### src/rtl/core/qah_pkg.sv
// shared types, constants and arithmetic helpers for the attitude hold block
// used by qah_iter and quaternion_attitude_hold
package qah_pkg;

    localparam int QFB   = 14;
    localparam int EW    = 21;
    localparam int NQW   = 24;
    localparam int RW    = 26;
    localparam int ACCW  = 40;
    localparam int MAW   = 38;
    localparam int MBW   = 28;
    localparam int MPW   = MAW + MBW;
    localparam int SUMW  = 52;
    localparam int RADW  = 52;
    localparam int DENW  = 28;
    localparam int REMW  = 30;
    localparam int TW    = 22;
    localparam int MW    = 27;
    localparam int K0W   = 15;
    localparam int KREMW = 44;

    localparam logic [TW-1:0] TIMER_MAX = '1;
    localparam int SETTLE_RATE16    = 240;
    localparam int SETTLE_MAX_US    = 400000;
    localparam int STALL_RATE16     = 80;
    localparam int STALL_MAX_US     = 3000000;
    localparam int STALL_DEG_Q12    = 20480;
    localparam int DEG_PER_UNIT_Q12 = 469367;
    localparam int STALL_E_LIM      = (STALL_DEG_Q12 * (1 << QFB)) / DEG_PER_UNIT_Q12;
    localparam int RATE_SH          = QFB + 16;
    localparam int DB_MAX           = 1 << QFB;

    localparam logic [15:0] GAIN_RST     = 16'd256;
    localparam logic [14:0] DEADBAND_RST = 15'd1638;
    localparam logic [14:0] MAX_RATE_RST = 15'd3200;
    localparam logic [15:0] LOOP_RST     = 16'd250;

    typedef enum logic [1:0] {
        CFG_GAIN, CFG_DEADBAND, CFG_MAX_RATE, CFG_LOOP_PERIOD
    } cfg_idx_t;

    typedef enum logic [4:0] {
        S_IDLE, S_TRACK, S_QMUL, S_STALL, S_RATE, S_LIM, S_SQW, S_CEIL,
        S_SCALE, S_DIVW, S_KEEP, S_KROOT, S_KSQ, S_NSQ, S_NROOT, S_NSQW,
        S_NDIV, S_NDIVW, S_FIN
    } state_t;

    typedef enum logic {ITER_SQRT, ITER_DIV} iter_op_t;

    typedef struct packed {
        logic     start;
        iter_op_t op;
    } iter_req_t;

    function automatic logic [16:0] abs17(input logic signed [15:0] x);
        logic signed [16:0] w;
        w = 17'(x);
        return x[15] ? 17'(-w) : 17'(w);
    endfunction

    function automatic logic [TW-1:0] tadd(input logic [TW-1:0] t, input logic [15:0] lp);
        logic [TW:0] s;
        s = {1'b0, t} + (TW+1)'(lp);
        return (s > (TW+1)'(TIMER_MAX)) ? TIMER_MAX : s[TW-1:0];
    endfunction

    // sign of each hamilton product term a[i]*b[j^i] in component j
    function automatic logic qneg(input logic [1:0] j, input logic [1:0] i);
        logic n;
        case ({j, i})
            4'h1, 4'h2, 4'h3, 4'h7, 4'h9, 4'hE: n = 1'b1;
            default:                            n = 1'b0;
        endcase
        return n;
    endfunction

    // round half away from zero
    function automatic logic signed [63:0] rshr(input logic signed [63:0] v, input int n);
        logic [63:0] mag;
        logic [63:0] rnd;
        mag = v[63] ? 64'(-v) : 64'(v);
        rnd = (mag + (64'd1 << (n - 1))) >> n;
        return v[63] ? -$signed(rnd) : $signed(rnd);
    endfunction

    function automatic logic signed [15:0] sat16(input logic signed [63:0] v);
        logic signed [15:0] r;
        if (v > 64'sd32767)       r = 16'sh7fff;
        else if (v < -64'sd32768) r = 16'sh8000;
        else                      r = v[15:0];
        return r;
    endfunction

endpackage

### src/rtl/core/qah_iter.sv
// bit-serial square root and restoring divider sharing one compare/subtract
// depends on qah_pkg
module qah_iter
    import qah_pkg::*;
(
    input  logic            aclk,
    input  logic            aresetn,
    input  iter_req_t       req,
    input  logic [RADW-1:0] arg,
    input  logic [DENW-1:0] den,
    output logic            done,
    output logic [RADW-1:0] res
);

    localparam int CW = $clog2(RADW + 1);

    logic            busy_reg;
    logic            done_reg;
    iter_op_t        op_reg;
    logic [RADW-1:0] rad_reg;
    logic [RADW-1:0] res_reg;
    logic [REMW-1:0] rem_reg;
    logic [DENW-1:0] den_reg;
    logic [CW-1:0]   cnt_reg;

    logic [REMW-1:0] rem_sh;
    logic [REMW-1:0] trial;
    logic            ge;
    logic [REMW-1:0] rem_next;
    logic [RADW-1:0] rad_next;

    always_comb begin
        if (op_reg == ITER_SQRT) begin
            rem_sh   = {rem_reg[REMW-3:0], rad_reg[RADW-1 -: 2]};
            trial    = {res_reg[REMW-3:0], 2'b01};
            rad_next = rad_reg << 2;
        end else begin
            rem_sh   = {rem_reg[REMW-2:0], rad_reg[RADW-1]};
            trial    = REMW'(den_reg);
            rad_next = rad_reg << 1;
        end
        ge       = rem_sh >= trial;
        rem_next = ge ? rem_sh - trial : rem_sh;
    end

    always_ff @(posedge aclk) begin
        if (!aresetn) begin
            busy_reg <= 1'b0;
            done_reg <= 1'b0;
        end else begin
            done_reg <= 1'b0;
            if (req.start) begin
                busy_reg <= 1'b1;
                op_reg   <= req.op;
                rad_reg  <= arg;
                den_reg  <= den;
                rem_reg  <= '0;
                res_reg  <= '0;
                cnt_reg  <= (req.op == ITER_SQRT) ? CW'(RADW / 2) : CW'(RADW);
            end else if (busy_reg) begin
                rad_reg <= rad_next;
                rem_reg <= rem_next;
                res_reg <= {res_reg[RADW-2:0], ge};
                cnt_reg <= cnt_reg - CW'(1);
                if (cnt_reg == CW'(1)) begin
                    busy_reg <= 1'b0;
                    done_reg <= 1'b1;
                end
            end
        end
    end

    assign done = done_reg;
    assign res  = res_reg;

endmodule

### config.mk
export PLATFORM = sky130hd
export DESIGN_NAME = qah_iter
export DESIGN_NICKNAME = d
export VERILOG_FILES = /design/src/rtl/core/qah_pkg.sv /design/src/rtl/core/qah_iter.sv
export SDC_FILE = /design/constraint.sdc
export NUM_CORES = 1
export LEC_CHECK = 0
export ABC_AREA = 0
export BUFFER_PORTS_ARGS = -buffer_cell sky130_fd_sc_hd__buf_2
export CORE_ASPECT_RATIO = 1.4
export CORE_MARGIN = 3
export CORE_UTILIZATION = 39
export DETAILED_ROUTE_END_ITERATION = 10
export SYNTH_ARGS = -nofsm -noshare
export SYNTH_HDL_FRONTEND = slang
export SYNTH_SLANG_ARGS = --single-unit
### constraint.sdc
create_clock -name aclk -period 4.3 [get_ports aclk]
set_input_delay 0.215 -clock aclk [delete_from_list [all_inputs] [get_ports aclk]]
set_output_delay 0.215 -clock aclk [all_outputs]
set_load 0.01 [all_outputs]
==> impl_results.md, run 1 <==
- Post-Layout Inst Area: 11100 sq um
- Worst-skew pair later-pin latency: 0.43 ns
- Clk pwr share: 0.303
- Grt ovf: 0
- Maximum buffer depth of the clock tree: 2
- Internal power: 3250 uW
- Mean Syn Cell Area: 11.7 sq um
- Crit Path Category: register to register
- Drc violations: 0
- CTS Buf Count: 17
- H-tree levels: 4
- Area leader, netlist: edfxtp_1
- Total GRT Usage: 0.160
- Net Sw Frac: 0.298
- Pwr per Cell Area: 415 nW/um^2
- Number of synthesized flops with an enable pin: 168
- Antenna cells: 0
- Min Hold Slack: 0.0421 ns
- Flop pwr share: 0.445
- P&R area growth vs syn: 19.6%
- Hold Path Class: primary input to register
- Cell count after synthesis: 797
- Net count after synthesis: 914
- Die Y: 189 um
- Tcrit/Tclk final: 0.886
- Initial drt markers: 271
- Seq/Total Area, Yosys: 0.546
- Dpl hpwl: 13.9 mm
- Number of max-cap violations: 0
- Async SR Flop Fraction: 0
- Clock root buffer: clkbuf_16
- TritonCTS Sinks: 170
- Die area: 25800 sq um
- Share of cells above drive strength 1: 0.223
- Core area: 23400 sq um
- Combinational power share: 0.252
- Post_cts resized: 0
- Yosys top cell area share: 0.541
- Synthesized cell area: 9320 sq um
- Crit end category: register
- Top FF cell, synth: edfxtp_1
- Ranking of synthesized cells by area: edfxtp_1, mux2i_1, ha_1, nand2_1, nor2b_1
- Setup crit start kind: register
- Num rows: 66
- Chip width: 137 um
- Vias in the first global route: 6545
- Final Power: 4630 uW
- Post-Place Cell Area: 10300 sq um
- Setup TNS: 0 ns
- RePlAce Congestion: 0.845
- CTS tree: built
- Fin. Hold Viols: 0
- Slew @ Worst Pin: 0.849 ns
- Pleak: 0.00446 uW
- Distinct cells, synth: 56
- Seq cells post-synth: 170
- Final Max Tran Viols: 0
- Peak supply drop: 306 uV
- Minimum clock period: 3.81 ns
- Vias per cell: 5.11
- Switching power: 1380 uW
- Setup violators final: 0
- RSZ-0062 raised after global routing: no
- Dpl cells: 1208
- Largest net degree at the start of global routing: 86
- Synth Warn #: 0
- Layout Nets: 1067
- PortBufs: 136
- Via Count: 6488
- Initial Util: 0.399
- Slew HR: 0.434
- CP max FO: 35
- Status: completed
- ANT nets after route: 0
- First drt pass iteration count: 5
- I/O pin total: 137
- First-pass GRT wire length: 32.9 mm
- Worst-path clk slew: 0.07 ns
- Max Freq: 0.262 GHz
- Non-Filler Instances: 1269
- Fill count: 2171
- Clk_skew: 0.0135 ns
- Flop-to-flop setup slack: 0.49 ns
- WL per Instance: 16.2 um
- Final wirelength: 20.6 mm
- Antenna violations before repair: 0
- CP Data Required Time: 4.48 ns
- Crit path DAT: 3.99 ns
-- worst max-delay path, stage by stage, from the launching register on --
cell,delay (ns)
edfxtp_1,0.47
buf_12,0.26
mux2_2,0.38
ha_1,0.42
and4_1,0.24
nand3_1,0.11
a311o_1,0.35
and4_4,0.21
nor2_4,0.12
a41o_2,0.62
nand4_1,0.14
nor3b_1,0.17
-- stage by stage --
stage / setup slack, ns / util
floorplan: 0.503 / -
global placement: 0.568 / 0.442
detailed placement: 0.485 / 0.442
CTS: 0.449 / 0.477
global route: 0.239 / 0.477
finish: 0.489 / 0.477
-- layout make-up --
class / instances / area, sq um / share of cell area
sequential: 170 / 5080 / 0.456
multi-input combinational: 577 / 4030 / 0.361
timing repair buffer: 175 / 1090 / 0.0978
tap: 306 / 383 / 0.0344
clock inverter: 13 / 95.1 / 0.00853
inverter: 9 / 33.8 / 0.00303
clock buffer: 19 / 433 / 0.0388
-- routing by layer --
| metal | up-vias | share of wire | wire, um | global-route usage |
|---|---|---|---|---|
| li1 | 3250 | - | - | - |
| met1 | 3108 | 0.42 | 8640 | 0.195 |
| met2 | 117 | 0.53 | 10900 | 0.287 |
| met3 | 13 | 0.036 | 750 | 0.0295 |
| met4 | 0 | 0.012 | 240 | 0.0458 |
| met5 | - | 0 | 0 | 0 |
-- final timing paths --
path	startpoint	endpoint	depth (start not counted)
min reg2reg	busy_reg	done	2
max	op_reg	rem_reg[28]	11
max reg2reg	op_reg	rem_reg[28]	11
min	aresetn	done	3
-- cells by family after synthesis --
logic type,after synthesis,synth area share
flip-flops,170,0.546
adder cells (fa/ha/maj),33,0.0451
XOR/XNOR,26,0.0244
AO/OA/AOI/OAI,167,0.111
buffers and inverters,50,0.0230
AND/OR/NAND/NOR,244,0.132
multiplexers,107,0.119
-- power groups by stage --
stage | registers, uW | logic (uW) | clock network, uW
after floorplan | 2090 | 863 | 0
after global placement | 2090 | 1140 | 0
after detailed placement | 2090 | 1150 | 0
after CTS | 2060 | 1180 | 1450
after global routing | 2080 | 1310 | 1510
final | 2060 | 1160 | 1400
-- Yosys cell counts (all sizes together), types with 2 or more instances --
| cell | instances |
|---|---|
| nor3 | 5 |
| o2bb2ai | 6 |
| o21ai | 63 |
| xor2 | 11 |
| o211ai | 3 |
| nand4 | 4 |
| dfxtp | 2 |
| xnor2 | 15 |
| a221o | 3 |
| mux2i | 79 |
| or3 | 4 |
| inv | 9 |
| a21boi | 3 |
| o21bai | 4 |
| and4 | 4 |
| nand3 | 7 |
| a211oi | 10 |
| a31oi | 3 |
| nand2 | 101 |
| a31o | 3 |
| ha | 32 |
| o21a | 6 |
| a21o | 9 |
| mux2 | 28 |
| buf | 15 |
| and2 | 7 |
| nand2b | 13 |
| and3 | 8 |
| nor2b | 54 |
| edfxtp | 168 |
| nor3b | 2 |
| nand3b | 2 |
| nor4 | 3 |
| nor2 | 28 |
| clkbuf | 26 |
| a21oi | 43 |
| a311o | 2 |
-- placed cells by master, fill, tap and decap left out, types with 13 or more instances in the layout --
master / Yosys / routed
nand2_1: 101 / 101
nor2_1: 26 / 26
nand2b_1: 13 / 13
clkbuf_16: 0 / 17
buf_2: 6 / 135
o21ai_0: 63 / 63
mux2_2: 28 / 28
nor2b_1: 54 / 54
ha_1: 32 / 32
dlygate4sd3_1: 0 / 29
edfxtp_1: 168 / 168
xnor2_1: 15 / 15
a21oi_1: 43 / 43
mux2i_1: 79 / 79
-- repair_timing --
item	4_1_cts	5_1_grt
setup buffers	0	0
hold buffers	29	0
endpoints found under the hold margin	29	0
Note: power is estimated with default switching activity, not from simulation.
==> inputs of run 2 (changes only) <==
- CORE_ASPECT_RATIO: 1.4 -> 1.25
==> run 2 against run 1 <==
Net effect:
- count of clock-buffer cells in the layout decreased by 1
- clock power increased by 11%
- register-to-register slack about the same
- fmax increased by 0.11%
- clock skew decreased by 0.0036 ns
- cell count decreased by 1.6%
- largest cell class unchanged
- largest power group unchanged
==> impl_results.md, run 2 (synthesis gave the netlist of run 1 again) <==
- CTS Buf Count: 17
- WL per Instance: 15.9 um
- Util after Layout: 0.480
- Peak supply drop: 297 uV
- Number of max-cap violations: 0
- Maximum buffer depth of the clock tree: 2
- Slowest CP cell: a41o_2
- Crit end category: register
- Final Max Tran Viols: 0
- Clk_skew: 0.00988 ns
- Fill count: 2177
- Layout Nets: 1066
- Switching power: 1400 uW
- Register cell area after layout: 5080 sq um
- Slowest stage delay, CP: 0.63 ns
- Fin. Hold Viols: 0
- Initial Util: 0.400
- Num rows: 62
- Minimum clock period: 3.81 ns
- Crit Path Category: register to register
- Vias per cell: 5.15
- Chip width: 144 um
- Setup WS pre-CTS: 0.481 ns
- H-tree levels: 4
- Multi-input gate area in the final layout: 4030 sq um
- Initial drt markers: 296
- Flop pwr share: 0.431
- CTS tree: built
- Pleak: 0.00449 uW
- Die area: 25800 sq um
- Status: completed
- PortBufs: 136
- Net Sw Frac: 0.293
- Total GRT Usage: 0.155
- Die Y: 179 um
- Post-CTS setup buffer count: 0
- RSZ-0062 raised after global routing: no
- Vias in the first global route: 6349
- Combinational power share: 0.243
- R2R cell count: 11
- Setup violators final: 0
- Setup TNS: 0 ns
- Pwr per Cell Area: 427 nW/um^2
- Internal power: 3370 uW
- Share of cells above drive strength 1: 0.225
- Crit path DAT: 3.99 ns
- Clock root buffer: clkbuf_16
- Setup ws final: 0.493 ns
- Worst-path clk slew: 0.07 ns
- Min Hold Slack: 0.0321 ns
- First drt pass iteration count: 4
- ANT nets after route: 0
- Max Freq: 0.263 GHz
- Commonest non-fill, non-tap cell in the layout: edfxtp_1
- Hold Path Stages: 1
- Worst-skew pair later-pin latency: 0.43 ns
- P&R area growth vs syn: 19.9%
- Via Count: 6434
- CP max FO: 33
- First-pass GRT wire length: 31.9 mm
- Drc violations: 0
- Antenna cells: 0
- Grt ovf: 0
- Final wirelength: 19.8 mm
- Core area: 23300 sq um
- RePlAce Congestion: 0.805
- Clk pwr share: 0.326
- Largest net degree at the start of global routing: 104
- Cell Chain, Critical Path: buf_12 -> mux2_2 -> ha_1 -> and4_1 -> nand3_1 -> a311o_1 -> and4_4 -> nor2_4 -> a41o_2 -> nor3b_1 -> a31o_2
- Commonest cells after routing, fill and taps aside: edfxtp_1, buf_2, nand2_1
- CP Data Required Time: 4.48 ns
- Tcrit/Tclk final: 0.885
- Dpl hpwl: 13.3 mm
- Antenna violations before repair: 0
- Slew HR: 0.315
- TritonCTS Sinks: 170
- Slew @ Worst Pin: 1.03 ns
- I/O pin total: 137
- Setup crit start kind: register
- Hold Path Class: primary input to register
==> run 2: what timing repair did <==
action                    in CTS  in global routing
hold endpoints to repair      28                  0
hold buffers                  28                  0
resized for setup              0                  0
==> run 2: layer usage <==
layer / share of wire / track usage / up-vias
li1: - / - / 3254
met3: 0.033 / 0.0309 / 12
met5: 0 / 0 / -
met4: 0.011 / 0.0397 / 0
met2: 0.49 / 0.262 / 113
met1: 0.47 / 0.203 / 3055
==> run 2: path summary, 6_finish.rpt <==
path / from / to / slack (ns)
max: op_reg / rem_reg[10] / 0.49
min reg2reg: busy_reg / done / 0.45
min: req[0] / op_reg / 0.03
max reg2reg: op_reg / rem_reg[10] / 0.49
==> run 2: through the flow <==
| stage | instances | total power [uW] | cell area, sq um |
|---|---|---|---|
| after floorplan | 797 | 2950 | 9320 |
| after global placement | 1190 | 3230 | 10300 |
| after detailed placement | 1190 | 3240 | 10300 |
| after CTS | 1249 | 4830 | 11200 |
| after global routing | 1249 | 5040 | 11200 |
| final | 1249 | 4770 | 11200 |
==> run 2: critical path: cells and delay by family, from the launching register on <==
family | cells | cell delay, ns
compound gates | 3 | 1.22
fa+ha+maj | 1 | 0.42
buf+inv | 1 | 0.25
flops | 1 | 0.50
mux | 1 | 0.37
simple gates | 5 | 0.79
==> run 2: final cells by class <==
| cell class | instances | share of cell area |
|---|---|---|
| Clock buffer | 18 | 0.0384 |
| Sequential cell | 170 | 0.455 |
| Timing Repair Buffer | 174 | 0.0967 |
| Inverter | 9 | 0.00302 |
| Tap cell | 288 | 0.0323 |
| Multi-Input combinational cell | 577 | 0.360 |
| Clock inverter | 13 | 0.0142 |
==> run 2: power by group through the flow <==
stage	Sequential, uW	Combinational [uW]	Clock, uW
3_5_place_dp	2090	1140	0
3_3_place_gp	2090	1140	0
2_1_floorplan	2090	863	0
5_1_grt	2070	1300	1660
6_report	2060	1160	1560
4_1_cts	2060	1170	1600
